[config.mk]
export PLATFORM = sky130hd
export DESIGN_NAME = xml_attribute_filter_unit_flat
export DESIGN_NICKNAME = d
export VERILOG_FILES = /design/src/rtl/xaf_pkg.sv /design/src/rtl/xaf_if.sv /design/src/rtl/xml_attribute_filter_unit.sv /design/src/rtl/xaf_cmp.sv /design/src/flat_wrapper.sv
export SDC_FILE = /design/constraint.sdc
export NUM_CORES = 2
export LEC_CHECK = 0
export BUFFER_PORTS_ARGS = -buffer_cell sky130_fd_sc_hd__buf_4
export CAP_MARGIN = 40
export CORE_ASPECT_RATIO = 1.75
export CORE_MARGIN = 10
export CORE_UTILIZATION = 60
export CTS_CLUSTER_DIAMETER = 60
export DETAILED_ROUTE_END_ITERATION = 10
export PLACE_DENSITY = 0.86
export SLEW_MARGIN = 10
export SYNTH_ARGS = -nofsm -noshare
export SYNTH_HDL_FRONTEND = slang
export SYNTH_HIERARCHICAL = 1
export SYNTH_SLANG_ARGS = --single-unit
[constraint.sdc]
create_clock -name clk -period 5.2 [get_ports clk]
set_clock_uncertainty 0.15 [all_clocks]
set_input_delay 0.52 -clock clk [delete_from_list [all_inputs] [get_ports clk]]
set_output_delay 0.52 -clock clk [all_outputs]
set_load 0.005 [all_outputs]
[src/rtl/xaf_pkg.sv]
// ----------------------------------------------------------------------------
// xaf_pkg
// Shared types, constants and the parser state codes of the attribute filter.
// ----------------------------------------------------------------------------
package xaf_pkg;

    localparam int SKIP_ENTRIES_DEF = 8;
    localparam int MAX_NAME_DEF     = 32;

    // Parser states
    localparam logic [3:0] ST_IDLE      = 4'd0;
    localparam logic [3:0] ST_NAME      = 4'd1;
    localparam logic [3:0] ST_NAME_END  = 4'd2;
    localparam logic [3:0] ST_PNAME     = 4'd3;
    localparam logic [3:0] ST_PNAME_END = 4'd4;
    localparam logic [3:0] ST_EQU       = 4'd5;
    localparam logic [3:0] ST_VAL       = 4'd6;
    localparam logic [3:0] ST_TAG_END   = 4'd7;

    // Input modes
    localparam logic [1:0] MODE_STREAM  = 2'd0;
    localparam logic [1:0] MODE_SKIPCHR = 2'd1;
    localparam logic [1:0] MODE_SKIPLEN = 2'd2;
    localparam logic [1:0] MODE_IGNORE  = 2'd3;

    localparam logic [7:0] CH_LT  = 8'h3c;
    localparam logic [7:0] CH_GT  = 8'h3e;
    localparam logic [7:0] CH_SL  = 8'h2f;
    localparam logic [7:0] CH_QM  = 8'h3f;
    localparam logic [7:0] CH_EQ  = 8'h3d;
    localparam logic [7:0] CH_DQ  = 8'h22;
    localparam logic [7:0] CH_SQ  = 8'h27;
    localparam logic [7:0] CH_SP  = 8'h20;
    localparam logic [7:0] CH_CR  = 8'h0d;
    localparam logic [7:0] CH_LF  = 8'h0a;
    localparam logic [7:0] CH_TAB = 8'h09;

    typedef struct packed {
        logic [1:0] mode;
        logic [7:0] data_byte;
        logic [2:0] skip_entry;
        logic [4:0] skip_position;
        logic [5:0] skip_length;
    } in_item_t;

    typedef struct packed {
        logic [7:0] out_byte;
        logic       last;
        logic       parse_error;
    } out_item_t;

    // Compare engine request / response
    typedef struct packed {
        logic start;
        logic busy;
        logic hit;
    } cmp_ctl_t;

    function automatic logic is_space(input logic [7:0] c);
        return c == CH_SP || c == CH_CR || c == CH_LF || c == CH_TAB;
    endfunction

    function automatic logic is_quote(input logic [7:0] c);
        return c == CH_DQ || c == CH_SQ;
    endfunction

    // Filtered element names, packed first character in the low byte
    function automatic logic elem_filtered(input logic [63:0] nm, input logic [3:0] len);
        logic r;
        r = 1'b0;
        if (len == 4'd4 && nm[31:0] == 32'h65646f6e) r = 1'b1;
        if (len == 4'd3 && nm[23:0] == 24'h796177) r = 1'b1;
        if (len == 4'd8 && nm == 64'h6e6f6974616c6572) r = 1'b1;
        if (len == 4'd6 && nm[47:0] == 48'h7265626d656d) r = 1'b1;
        if (len == 4'd3 && nm[23:0] == 24'h676174) r = 1'b1;
        if (len == 4'd2 && nm[15:0] == 16'h646e) r = 1'b1;
        return r;
    endfunction

endpackage

[src/rtl/xaf_if.sv]
// ----------------------------------------------------------------------------
// xaf_if
// Valid/ready channel interfaces for items, results and configuration.
// ----------------------------------------------------------------------------
interface xaf_in_if;
    logic               valid;
    logic               ready;
    xaf_pkg::in_item_t  data;
    modport source (output valid, output data, input ready);
    modport sink   (input valid, input data, output ready);
endinterface

interface xaf_out_if;
    logic               valid;
    logic               ready;
    xaf_pkg::out_item_t data;
    modport source (output valid, output data, input ready);
    modport sink   (input valid, input data, output ready);
endinterface

interface xaf_cfg_if;
    logic       valid;
    logic       ready;
    logic [3:0] data;
    modport source (output valid, output data, input ready);
    modport sink   (input valid, input data, output ready);
endinterface

[src/rtl/xml_attribute_filter_unit.sv]
// ----------------------------------------------------------------------------
// xml_attribute_filter_unit
// Byte-stream XML tag filter with attribute skip table.
// ----------------------------------------------------------------------------
// An item that yields at most one result is taken while the sequencer waits for
// input, and the next can follow at once while the output register is free or
// drains in the same cycle. An opening quote of a kept attribute holds the input
// while the space, the name replayed from its buffer, '=' and the quote go out
// one result a cycle while the output does not stall. A closing single quote
// holds it while the trailing space goes out. On a filtered element the compare
// engine first walks the skip table, skipping each entry of another length and
// reading and comparing each character of an entry of the same length, before
// the name is replayed or the attribute dropped.
module xml_attribute_filter_unit #(
    parameter int SKIP_ENTRIES = xaf_pkg::SKIP_ENTRIES_DEF,
    parameter int MAX_NAME     = xaf_pkg::MAX_NAME_DEF
) (
    input  logic  clk,
    input  logic  rst_n,
    xaf_in_if.sink    in_ch,
    xaf_out_if.source out_ch,
    xaf_cfg_if.sink   cfg_ch
);
    import xaf_pkg::*;

    localparam int PW = $clog2(MAX_NAME);

    // Sequencer phases
    localparam logic [2:0] PH_IN   = 3'd0;
    localparam logic [2:0] PH_CMP  = 3'd1;
    localparam logic [2:0] PH_WAIT = 3'd2;
    localparam logic [2:0] PH_EMIT = 3'd3;

    logic [3:0]  st_reg, st_next;
    logic [2:0]  ph_reg, ph_next;
    logic [63:0] en_reg, en_next;
    logic [3:0]  el_reg, el_next;
    logic [7:0]  an_mem [MAX_NAME];
    logic [5:0]  al_reg, al_next;
    logic        sq_reg, sq_next, drop_reg, drop_next, halt_reg, halt_next;
    logic [3:0]  cnt_reg;
    logic [5:0]  ep_reg, ep_next;     // emit sequence index
    logic [1:0]  kind_reg, kind_next; // pending multi-result sequence
    logic        ov_reg, ov_next;
    out_item_t   od_reg, od_next;
    logic        an_we;
    logic [PW-1:0] an_wa;
    logic [PW-1:0] cmp_idx;
    logic [PW-1:0] rd_idx;
    logic        cmp_start;
    cmp_ctl_t    cmp_ctl;
    logic        acc, ofree;
    logic [7:0]  c;

    localparam logic [1:0] K_ATTR = 2'd0;
    localparam logic [1:0] K_SQ   = 2'd1;

    assign cfg_ch.ready = 1'b1;
    always_ff @(posedge clk or negedge rst_n)
    begin
        if (!rst_n) cnt_reg <= '0;
        else if (cfg_ch.valid) cnt_reg <= cfg_ch.data;
    end

    assign ofree = !ov_reg || out_ch.ready;
    assign in_ch.ready = (ph_reg == PH_IN) && ofree;
    assign acc = in_ch.valid && in_ch.ready;
    assign c   = in_ch.data.data_byte;

    xaf_cmp #(.SKIP_ENTRIES(SKIP_ENTRIES), .MAX_NAME(MAX_NAME)) u_cmp (
        .clk(clk), .rst_n(rst_n),
        .wr_chr(acc && in_ch.data.mode == MODE_SKIPCHR),
        .wr_len(acc && in_ch.data.mode == MODE_SKIPLEN),
        .wr_entry(in_ch.data.skip_entry), .wr_pos(in_ch.data.skip_position),
        .wr_char(c), .wr_length(in_ch.data.skip_length),
        .skip_count(cnt_reg), .name_len(al_reg), .name_chr(an_mem[cmp_idx]),
        .name_idx(cmp_idx), .start(cmp_start), .ctl(cmp_ctl)
    );

    assign rd_idx = PW'(ep_reg - 6'd1);

    always_ff @(posedge clk)
    begin
        if (an_we) an_mem[an_wa] <= c;
    end

    // Main sequencer
    always_comb
    begin
        st_next = st_reg; ph_next = ph_reg; en_next = en_reg; el_next = el_reg;
        al_next = al_reg; sq_next = sq_reg; drop_next = drop_reg;
        halt_next = halt_reg; ep_next = ep_reg; kind_next = kind_reg;
        ov_next = ov_reg && !out_ch.ready; od_next = od_reg;
        an_we = 1'b0; an_wa = al_reg[PW-1:0]; cmp_start = 1'b0;
        unique case (ph_reg)
            PH_IN:
            begin
                if (acc && in_ch.data.mode == MODE_STREAM && !halt_reg)
                begin
                    logic e1, err;
                    logic [7:0] b1;
                    e1 = 1'b0; b1 = c; err = 1'b0;
                    unique case (st_reg)
                        ST_IDLE:
                        begin
                            e1 = 1'b1;
                            if (c == CH_LT) begin st_next = ST_NAME; el_next = '0; end
                        end
                        ST_NAME:
                            if (is_space(c)) st_next = ST_NAME_END;
                            else if (c == CH_GT)
                            begin
                                e1 = 1'b1; st_next = ST_IDLE; el_next = '0;
                            end
                            else
                            begin
                                e1 = 1'b1;
                                if (el_reg < 4'd8) en_next[el_reg[2:0]*8 +: 8] = c;
                                if (el_reg < 4'd9) el_next = el_reg + 4'd1;
                            end
                        ST_NAME_END:
                            if (is_space(c)) ;
                            else if (c == CH_GT)
                            begin
                                e1 = 1'b1; st_next = ST_IDLE; el_next = '0;
                            end
                            else if (c == CH_SL || c == CH_QM)
                            begin
                                e1 = 1'b1; st_next = ST_TAG_END;
                            end
                            else
                            begin
                                an_we = 1'b1; an_wa = '0; al_next = 6'd1;
                                st_next = ST_PNAME;
                            end
                        ST_PNAME:
                            if (is_space(c)) st_next = ST_PNAME_END;
                            else if (c == CH_EQ) st_next = ST_EQU;
                            else if (32'(al_reg) >= MAX_NAME) err = 1'b1;
                            else begin an_we = 1'b1; al_next = al_reg + 6'd1; end
                        ST_PNAME_END:
                            if (is_space(c)) ;
                            else if (c == CH_EQ) st_next = ST_EQU;
                            else err = 1'b1;
                        ST_EQU:
                            if (is_space(c)) ;
                            else if (is_quote(c))
                            begin
                                sq_next = (c == CH_SQ);
                                st_next = ST_VAL;
                                if (elem_filtered(en_reg, el_reg))
                                begin
                                    cmp_start = 1'b1; ph_next = PH_CMP;
                                end
                                else
                                begin
                                    drop_next = 1'b0; ph_next = PH_EMIT;
                                    kind_next = K_ATTR; ep_next = '0;
                                end
                            end
                            else err = 1'b1;
                        ST_VAL:
                            if (is_quote(c))
                            begin
                                if (!drop_reg)
                                begin
                                    e1 = 1'b1;
                                    b1 = sq_reg ? CH_SQ : CH_DQ;
                                    if (sq_reg)
                                    begin
                                        ph_next = PH_EMIT; kind_next = K_SQ;
                                    end
                                end
                                st_next = ST_NAME_END; al_next = '0;
                            end
                            else if (c == CH_CR || c == CH_LF) err = 1'b1;
                            else if (!drop_reg) e1 = 1'b1;
                        ST_TAG_END:
                            if (c == CH_GT)
                            begin
                                e1 = 1'b1; st_next = ST_IDLE; el_next = '0;
                            end
                            else err = 1'b1;
                        default: st_next = ST_IDLE;
                    endcase
                    if (err)
                    begin
                        halt_next = 1'b1; ov_next = 1'b1;
                        od_next = '{out_byte: 8'd0, last: 1'b1, parse_error: 1'b1};
                    end
                    else if (e1)
                    begin
                        ov_next = 1'b1;
                        od_next = '{out_byte: b1, last: (ph_next == PH_IN),
                                    parse_error: 1'b0};
                    end
                end
            end
            PH_CMP: ph_next = PH_WAIT;
            PH_WAIT:
                if (!cmp_ctl.busy)
                begin
                    drop_next = cmp_ctl.hit;
                    ph_next = cmp_ctl.hit ? PH_IN : PH_EMIT;
                    kind_next = K_ATTR; ep_next = '0;
                end
            default: // PH_EMIT: one result a cycle
                if (ofree)
                begin
                    ov_next = 1'b1;
                    if (kind_reg == K_SQ)
                    begin
                        od_next = '{out_byte: CH_SP, last: 1'b1, parse_error: 1'b0};
                        ph_next = PH_IN;
                    end
                    else if (ep_reg == 6'd0)
                    begin
                        od_next = '{out_byte: CH_SP, last: 1'b0, parse_error: 1'b0};
                        ep_next = 6'd1;
                    end
                    else if (ep_reg <= al_reg)
                    begin
                        od_next = '{out_byte: an_mem[rd_idx], last: 1'b0,
                                    parse_error: 1'b0};
                        ep_next = ep_reg + 6'd1;
                    end
                    else if (ep_reg == al_reg + 6'd1)
                    begin
                        od_next = '{out_byte: CH_EQ, last: 1'b0, parse_error: 1'b0};
                        ep_next = ep_reg + 6'd1;
                    end
                    else
                    begin
                        od_next = '{out_byte: sq_reg ? CH_SQ : CH_DQ, last: 1'b1,
                                    parse_error: 1'b0};
                        ph_next = PH_IN;
                    end
                end
        endcase
    end

    always_ff @(posedge clk or negedge rst_n)
    begin
        if (!rst_n)
        begin
            st_reg <= ST_IDLE; ph_reg <= PH_IN; el_reg <= '0; al_reg <= '0;
            sq_reg <= 1'b0; drop_reg <= 1'b0; halt_reg <= 1'b0; ov_reg <= 1'b0;
            ep_reg <= '0; kind_reg <= K_ATTR;
        end
        else
        begin
            st_reg <= st_next; ph_reg <= ph_next; el_reg <= el_next;
            al_reg <= al_next; sq_reg <= sq_next; drop_reg <= drop_next;
            halt_reg <= halt_next; ov_reg <= ov_next; ep_reg <= ep_next;
            kind_reg <= kind_next;
        end
    end

    always_ff @(posedge clk)
    begin
        en_reg <= en_next;
        od_reg <= od_next;
    end

    assign out_ch.valid = ov_reg;
    assign out_ch.data  = od_reg;
endmodule

[src/rtl/xaf_cmp.sv]
// ----------------------------------------------------------------------------
// xaf_cmp
// Skip table store and serial name compare, reading then comparing each character.
// ----------------------------------------------------------------------------
module xaf_cmp #(
    parameter int SKIP_ENTRIES = xaf_pkg::SKIP_ENTRIES_DEF,
    parameter int MAX_NAME     = xaf_pkg::MAX_NAME_DEF,
    parameter int EW           = (SKIP_ENTRIES > 1) ? $clog2(SKIP_ENTRIES) : 1,
    parameter int PW           = $clog2(MAX_NAME)
) (
    input  logic              clk,
    input  logic              rst_n,
    input  logic              wr_chr,
    input  logic              wr_len,
    input  logic [2:0]        wr_entry,
    input  logic [4:0]        wr_pos,
    input  logic [7:0]        wr_char,
    input  logic [5:0]        wr_length,
    input  logic [3:0]        skip_count,
    input  logic [5:0]        name_len,
    input  logic [7:0]        name_chr,
    output logic [PW-1:0]     name_idx,
    input  logic              start,
    output xaf_pkg::cmp_ctl_t ctl
);
    import xaf_pkg::*;

    localparam int DEPTH = SKIP_ENTRIES * MAX_NAME;
    localparam int AW    = $clog2(DEPTH);

    logic [7:0]  mem [DEPTH];
    logic [5:0]  len_reg [SKIP_ENTRIES];
    logic [7:0]  rd_reg;
    logic [6:0]  ent_reg, ent_next;
    logic [5:0]  pos_reg, pos_next;
    logic        busy_reg, busy_next, hit_reg, hit_next, rdv_reg, rdv_next;
    logic        match_reg, match_next;
    logic [6:0]  used;
    logic [EW-1:0] ent_idx;
    logic        wr_ok;

    assign used    = (7'(skip_count) < 7'(SKIP_ENTRIES)) ? 7'(skip_count)
                                                         : 7'(SKIP_ENTRIES);
    assign ent_idx = ent_reg[EW-1:0];
    assign wr_ok   = (32'(wr_entry) < SKIP_ENTRIES) && (32'(wr_pos) < MAX_NAME);
    assign name_idx = pos_reg[PW-1:0];

    // Character store, registered read
    always_ff @(posedge clk)
    begin
        if (wr_chr && wr_ok)
            mem[AW'(32'(wr_entry) * MAX_NAME + 32'(wr_pos))] <= wr_char;
        rd_reg <= mem[AW'(32'(ent_idx) * MAX_NAME + 32'(pos_reg))];
    end

    always_ff @(posedge clk or negedge rst_n)
    begin
        if (!rst_n)
        begin
            for (int i = 0; i < SKIP_ENTRIES; i++) len_reg[i] <= '0;
        end
        else if (wr_len && 32'(wr_entry) < SKIP_ENTRIES)
            len_reg[wr_entry[EW-1:0]] <= wr_length;
    end

    // Sequencer: walk entries; per entry, read then compare each character
    always_comb
    begin
        ent_next   = ent_reg;
        pos_next   = pos_reg;
        busy_next  = busy_reg;
        hit_next   = hit_reg;
        rdv_next   = 1'b0;
        match_next = match_reg;
        if (start)
        begin
            busy_next = 1'b1;
            hit_next  = 1'b0;
            ent_next  = '0;
            pos_next  = '0;
            match_next = 1'b1;
        end
        else if (busy_reg)
        begin
            if (ent_reg >= used)
                busy_next = 1'b0;
            else if (len_reg[ent_idx] != name_len)
            begin
                ent_next = ent_reg + 7'd1;
                pos_next = '0;
            end
            else if (!rdv_reg)
            begin
                if (pos_reg == name_len)
                begin
                    hit_next  = 1'b1;
                    busy_next = 1'b0;
                end
                else
                    rdv_next = 1'b1;
            end
            else if (rd_reg != name_chr)
            begin
                ent_next = ent_reg + 7'd1;
                pos_next = '0;
            end
            else
                pos_next = pos_reg + 6'd1;
        end
    end

    always_ff @(posedge clk or negedge rst_n)
    begin
        if (!rst_n)
        begin
            busy_reg <= 1'b0;
            hit_reg  <= 1'b0;
            rdv_reg  <= 1'b0;
            ent_reg  <= '0;
            pos_reg  <= '0;
            match_reg <= 1'b0;
        end
        else
        begin
            busy_reg <= busy_next;
            hit_reg  <= hit_next;
            rdv_reg  <= rdv_next;
            ent_reg  <= ent_next;
            pos_reg  <= pos_next;
            match_reg <= match_next;
        end
    end

    assign ctl.start = start && match_reg | start;
    assign ctl.busy  = busy_reg;
    assign ctl.hit   = hit_reg;
endmodule

[src/flat_wrapper.sv]
// flat-port wrapper written by rule: the top's interface ports become plain ports
module xml_attribute_filter_unit_flat import xaf_pkg::*;
#(
    parameter int SKIP_ENTRIES = xaf_pkg::SKIP_ENTRIES_DEF,
    parameter int MAX_NAME     = xaf_pkg::MAX_NAME_DEF
)
  (clk, rst_n, in_ch_valid, in_ch_data, in_ch_ready, out_ch_valid, out_ch_data, out_ch_ready, cfg_ch_valid, cfg_ch_data, cfg_ch_ready);
  xaf_in_if in_ch_i ();
  xaf_out_if out_ch_i ();
  xaf_cfg_if cfg_ch_i ();
  input  logic clk;
  input  logic rst_n;
  input wire logic [$bits(in_ch_i.valid)-1:0] in_ch_valid;
  input wire logic [$bits(in_ch_i.data)-1:0] in_ch_data;
  output wire logic [$bits(in_ch_i.ready)-1:0] in_ch_ready;
  output wire logic [$bits(out_ch_i.valid)-1:0] out_ch_valid;
  output wire logic [$bits(out_ch_i.data)-1:0] out_ch_data;
  input wire logic [$bits(out_ch_i.ready)-1:0] out_ch_ready;
  input wire logic [$bits(cfg_ch_i.valid)-1:0] cfg_ch_valid;
  input wire logic [$bits(cfg_ch_i.data)-1:0] cfg_ch_data;
  output wire logic [$bits(cfg_ch_i.ready)-1:0] cfg_ch_ready;
  assign in_ch_i.valid = in_ch_valid;
  assign in_ch_i.data = in_ch_data;
  assign in_ch_ready = in_ch_i.ready;
  assign out_ch_valid = out_ch_i.valid;
  assign out_ch_data = out_ch_i.data;
  assign out_ch_i.ready = out_ch_ready;
  assign cfg_ch_i.valid = cfg_ch_valid;
  assign cfg_ch_i.data = cfg_ch_data;
  assign cfg_ch_ready = cfg_ch_i.ready;
  xml_attribute_filter_unit #(.SKIP_ENTRIES(SKIP_ENTRIES), .MAX_NAME(MAX_NAME)) u_core (.clk(clk), .rst_n(rst_n), .in_ch(in_ch_i), .out_ch(out_ch_i), .cfg_ch(cfg_ch_i));
endmodule
======== Word-level counts from Yosys, hierarchy flattened ========
Memories as Yosys holds them, arrays and structs flattened. A register that Yosys moved wholly into a read port is not among the register bits.
Index checks and enable logic that the tools add are counted.
word-level totals
  logic and storage cells ................. 373
  memory bits (writable) .................. 2304
  bits in registers ....................... 171
  output and inout port bits .............. 13
  memories kept ........................... 2
memory list
  memory            depth  width  read ports  clocked after Yosys merged registers in  write ports  line                             text
  u_core.u_cmp.mem  256    8      1           1                                        1            xaf_cmp.sv:31                    logic [7:0] mem [DEPTH];
  u_core.an_mem     32     8      2           0                                        1            xml_attribute_filter_unit.sv:38  logic [7:0] an_mem [MAX_NAME];
cells by class
  bitwise gates (word level) .............. 6
  eq/ne operators ......................... 72
  muxes and demuxes ....................... 190
  add/subtract/negate cells ............... 9
  reductions and logical operators ........ 55
  $lt $le $gt $ge ......................... 9
  shifts and indexed selects .............. 2
operator list
  operator                                                count
  two-way mux 6 bit                                       27
  two-way mux 10 bit                                      8
  two-way mux 1 bit                                       78
  two-way mux 4 bit                                       18
  bitwise mux 64 bit                                      1
  == test 64 x 63 -> 1 bit (second input constant)        1
  == test 8 x 6 -> 1 bit (second input constant)          8
  variable shift 8 x 34 -> 64 bit (first input constant)  1
  variable part select 8 x 34 -> 64 bit                   1
  bitwise mux 48 bit                                      1
  == test 24 x 23 -> 1 bit (second input constant)        2
  == test 48 x 47 -> 1 bit (second input constant)        1
  two-way mux 3 bit                                       16
  two-way mux 7 bit                                       6
  one-hot mux 6 bit (3 select lines)                      2
  negation 6 -> 34 bit                                    1
  == test 32 x 31 -> 1 bit (second input constant)        1
  one-hot mux 4 bit (8 select lines)                      1
  two-way mux 5 bit                                       6
  inequality test 2 bit (second input constant)           15
  AND reduction 10 bit                                    3
  == test 4 x 3 -> 1 bit (second input constant)          6
  == test 8 x 4 -> 1 bit (second input constant)          3
  two-way mux 8 bit                                       3
  58 further kinds                                        133

======== Depth between registers and ports, before layout ========
  depth after elaboration ................. 24
  mapped depth ............................ 14

======== By module ========
Netlist, hierarchy kept.
modules (own cells, without submodules)
  module                     instances  cells an instance  area an instance (µm²)
  xaf_cmp                    1          4370               83473.8
  xml_attribute_filter_unit  1          1119               17883.4

======== Worst setup path before layout ========
OpenSTA, ideal clock, no wires.
  path kind ............................... reg2reg
  from .................................... reg u_core.ep_reg[0]
  to ...................................... reg u_core.od_reg (netlist bit u_core/out_ch.data[9]), data pin
  path buffers ............................ 6
  stages on the path, launching flop included .. 13
  required time ........................... 4.792 ns
  arrival ................................. 3.769 ns
  setup slack ............................. 1.023 ns
  cell sequence ........................... dfrtp_1 clkbuf_1 clkbuf_1 buf_2 inv_1 ha_1 clkbuf_1 clkbuf_1 clkbuf_1 mux4_2 mux4_2 mux2i_1 o2bb2ai_1
RTL lines
  what                    line                              text
  from (decl)             xml_attribute_filter_unit.sv:42   logic [5:0] ep_reg, ep_next;
  from (signal assigned)  xml_attribute_filter_unit.sv:254  halt_reg <= halt_next; ov_reg <= ov_next; ep_reg <= ep_next;
  to (signal assigned)    xml_attribute_filter_unit.sv:262  od_reg <= od_next;
  to (decl)               xml_attribute_filter_unit.sv:45   out_item_t od_reg, od_next;

======== Final worst setup path ========
  from .................................... reg u_core.u_cmp.pos_reg[0]
  to ...................................... reg u_core.u_cmp.pos_reg[0]
between the ends
  longest elaborated chain between the ends .. 8
  elaborated cells on any way between the ends .. 9
  classes of those cells .................. add/sub: 1; eq/ne: 1; mux: 6; memory: 1
ends and longest elaborated chain
  what                    line            text
  from (decl)             xaf_cmp.sv:35   logic [5:0] pos_reg, pos_next;
  from (signal assigned)  xaf_cmp.sv:129  pos_reg <= pos_next;
  memory (32 x 8 bit)     --
  inequality test 8 bit   xaf_cmp.sv:102  else if (rd_reg != name_chr)
  two-way mux 6 bit *     xaf_cmp.sv:102
  two-way mux 6 bit *     xaf_cmp.sv:92   else if (!rdv_reg)
  two-way mux 6 bit *     xaf_cmp.sv:87   else if (len_reg[ent_idx] != name_len)
  two-way mux 6 bit *     xaf_cmp.sv:85   if (ent_reg >= used)
  two-way mux 6 bit *     xaf_cmp.sv:83   else if (busy_reg)
  two-way mux 6 bit *     xaf_cmp.sv:75   if (start)
Every way passes the cells marked *; elsewhere a longest branch is shown, timed or not. The select of a mux whose other input is x is not followed.
A chain may end at the register's enable or synchronous reset.

==> flow_metrics.env <==
export IMPL_syn_nets=5544
export IMPL_cp_cell_sequence="buf_12, mux4_2, mux4_2, mux2_2, xor2_1, nor4_1, nand4_1, nor4_2, buf_4, nor2b_2, mux2_2"
export IMPL_comb_power_share_pct=3.0
export IMPL_clk_pin_slew_ns=0.07
export IMPL_arrival_ns=5.44
export IMPL_critPathMaxStageDelay_ns=0.72
export IMPL_numCtsBuffers=200
export IMPL_tightest_slew_ns=1.33
export IMPL_p_switching_w=0.00788
export IMPL_synth_area_um2=101000
export IMPL_n_fill_cell=9703
export IMPL_cp_end_kind="flop"
export IMPL_final_setup_viol_count=0
export IMPL_r2r_start="u_core/u_cmp/pos_reg[0]"
export IMPL_yosys_warnings=6
export IMPL_drt_wl_total_um=277000
export IMPL_top_level_ports=46
export IMPL_critical_path_top_delay_family="multiplexers"
export IMPL_synth_area_per_cell_um2=18.5
export IMPL_worstSkewPairLatency_ns=0.87
export IMPL_grt_pass1_wl_um=402000
export IMPL_hpwl_um=166000
export IMPL_largest_register_ffs=2048
export IMPL_drt_pass1_iter_count=10
export IMPL_fin_tns_setup_ns=0
export IMPL_syn_inst=5488
export IMPL_critPathBufInv=2
export IMPL_die_w_um=331
export IMPL_rows=199
export IMPL_powerDensity_nw_per_um2=348
export IMPL_cts_setup_buffers=0
export IMPL_seq_power_share_pct=57.0
export IMPL_pwr_share_clk_pct=40.0
export IMPL_viasPerCell=7.28
export IMPL_overflow=0
export IMPL_p_int_w=0.0309
export IMPL_switching_share_pct=20.3
export IMPL_grt_pass1_vias=59000
export IMPL_max_vdd_ir_drop_mv=0.270
export IMPL_gp_congestion=0.927
export IMPL_io_buffers=44
export IMPL_maxCapViolations=0
export IMPL_grt_antenna_before_repair=13
export IMPL_coreArea_um2=168000
export IMPL_hold_buffers=27
export IMPL_start_kind="flop"
export IMPL_syn_to_final_growth_pct=10.2
export IMPL_clockBufferDepth=4
export IMPL_status="finished clean"
export IMPL_cts_root_buf="clkbuf_16"
export IMPL_cts_num_sinks=2482
export IMPL_slew_violations=0
export IMPL_p_leak_nw=33.7
export IMPL_timing_fmax_mhz=210
export IMPL_grt_usage_pct=29.4
export IMPL_rsz0062_at_grt="false"
export IMPL_fin_cells=8008
export IMPL_die_area_um2=186000
export IMPL_cts_repair_resized=0
export IMPL_min_delay_start="in_ch_data[20]"
export IMPL_final_hold_viol_count=0
export IMPL_drive_gt1_share_pct=19.0
export IMPL_crit_type="flop to flop"
export IMPL_r2r_slack_ns=0.43
export IMPL_nNetsFinal=5689
export IMPL_grt_max_degree=233
export IMPL_drt_iter0_drc=8274
export IMPL_holdPathEnd="u_core/an_mem[3][6]"
export IMPL_ant_nets=0
export IMPL_crit_fanout=21
export IMPL_die_h_um=564
export IMPL_detail_route_wl_per_cell_um=34.6
export IMPL_cts_tree="yes"
export IMPL_hold_path_class="primary input to flop"
export IMPL_final_seq_area_um2=74000
export IMPL_cts_htree_levels=4
export IMPL_start_util_pct=60.3
export IMPL_r2r_cells=11
export IMPL_finalCritPeriodShare_pct=91.8
export IMPL_multi_input_area_um2=25500
export IMPL_detailroute_via_count=58300
export IMPL_drc=0
export IMPL_holdPathStages=1
export IMPL_maxSlewHeadroom_pct=11.6
export IMPL_dp_cells=7603
export IMPL_r2r_end="u_core/u_cmp/pos_reg[0]"
export IMPL_min_period_ns=4.77
export IMPL_crit_path_top_delay_cell="dfrtp_4"
export IMPL_cp_required_ns=5.86
==> worst reg2reg max path, stage by stage, from the launching register on <==
cell and delay (ns):
dfrtp_4 0.72, buf_12 0.29, mux4_2 0.57, mux4_2 0.61, mux2_2 0.33, xor2_1 0.19
nor4_1 0.62, nand4_1 0.32, nor4_2 0.22, buf_4 0.23, nor2b_2 0.26, mux2_2 0.19
==> stage by stage <==
stage / total power (W) / instance area, um^2 / setup WS (ns) / util, % / hold WS [ns]
6_report: 0.0388 / 112000 / 0.427 / 66.5 / 0.0765
5_1_grt: 0.0397 / 112000 / 0.458 / 66.5 / 0.0679
4_1_cts: 0.0388 / 112000 / 0.642 / 66.4 / 0.0164
3_5_place_dp: 0.0237 / 105000 / 0.775 / 62.3 / 0.309
3_3_place_gp: 0.0236 / 104000 / 0.879 / 62.1 / 0.305
2_1_floorplan: 0.0231 / 101000 / 1.02 / - / 0.0744
==> power groups by stage <==
stage                     clock [W]  combinational [W]  sequential (W)
after floorplan                   0           0.000567          0.0225
after global placement            0            0.00105          0.0226
after detailed placement          0            0.00111          0.0226
after CTS                    0.0155            0.00114          0.0221
after global routing         0.0163            0.00125          0.0221
final                        0.0155            0.00117          0.0221
==> layer usage <==
layer / track usage, % / wire, um / vias to the layer above
met1: 31.7 / 79400 / 28900
met3: 6.15 / 29500 / 1413
li1: - / - / 22800
met4: 25.0 / 29300 / 10
met2: 49.2 / 139000 / 5111
met5: 0 / 80 / -
==> worst max path at each step <==
stage / startpoint / slack [ns] / end / cells past startpoint
global route: u_core/u_cmp/pos_reg[0] / 0.46 / u_core/u_cmp/pos_reg[0] / 11
global placement: u_core/u_cmp/pos_reg[0] / 0.88 / u_core/u_cmp/pos_reg[0] / 11
CTS: u_core/u_cmp/pos_reg[0] / 0.64 / u_core/u_cmp/pos_reg[0] / 11
detailed placement: u_core/u_cmp/pos_reg[0] / 0.78 / u_core/u_cmp/pos_reg[0] / 11
floorplan: u_core/ep_reg[0] / 1.02 / u_core/out_ch.data[9] / 12
finish: u_core/u_cmp/pos_reg[0] / 0.43 / u_core/u_cmp/pos_reg[0] / 11
==> cells in the final DEF (no fill, tap or decap), drive strengths merged, types with 23 or more instances in the layout <==
master       count
o22ai          128
o221ai         241
clkinv          79
dlygate4sd3     26
nand2           86
nand4           25
bufinv          28
mux4           440
nor3           121
nor4            45
o21ai           42
clkbuf         234
inv             39
mux2            71
nor2           375
dfrtp           96
edfxtp        2378
a21oi          154
nand3           52
buf            268
mux2i          511
ha              23
and2            42
o31ai           24
==> layout make-up <==
class / instances / share of cell area [%]
Clock buffer: 234 / 4.69
Tap cell: 2211 / 2.48
Inverter: 33 / 0.115
Antenna cell: 11 / 0.0246
Sequential cell: 2482 / 66.2
Timing Repair Buffer: 294 / 2.45
Multi-Input combinational cell: 2622 / 22.8
Clock inverter: 121 / 1.20
Power figures use the tool's default switching activity.
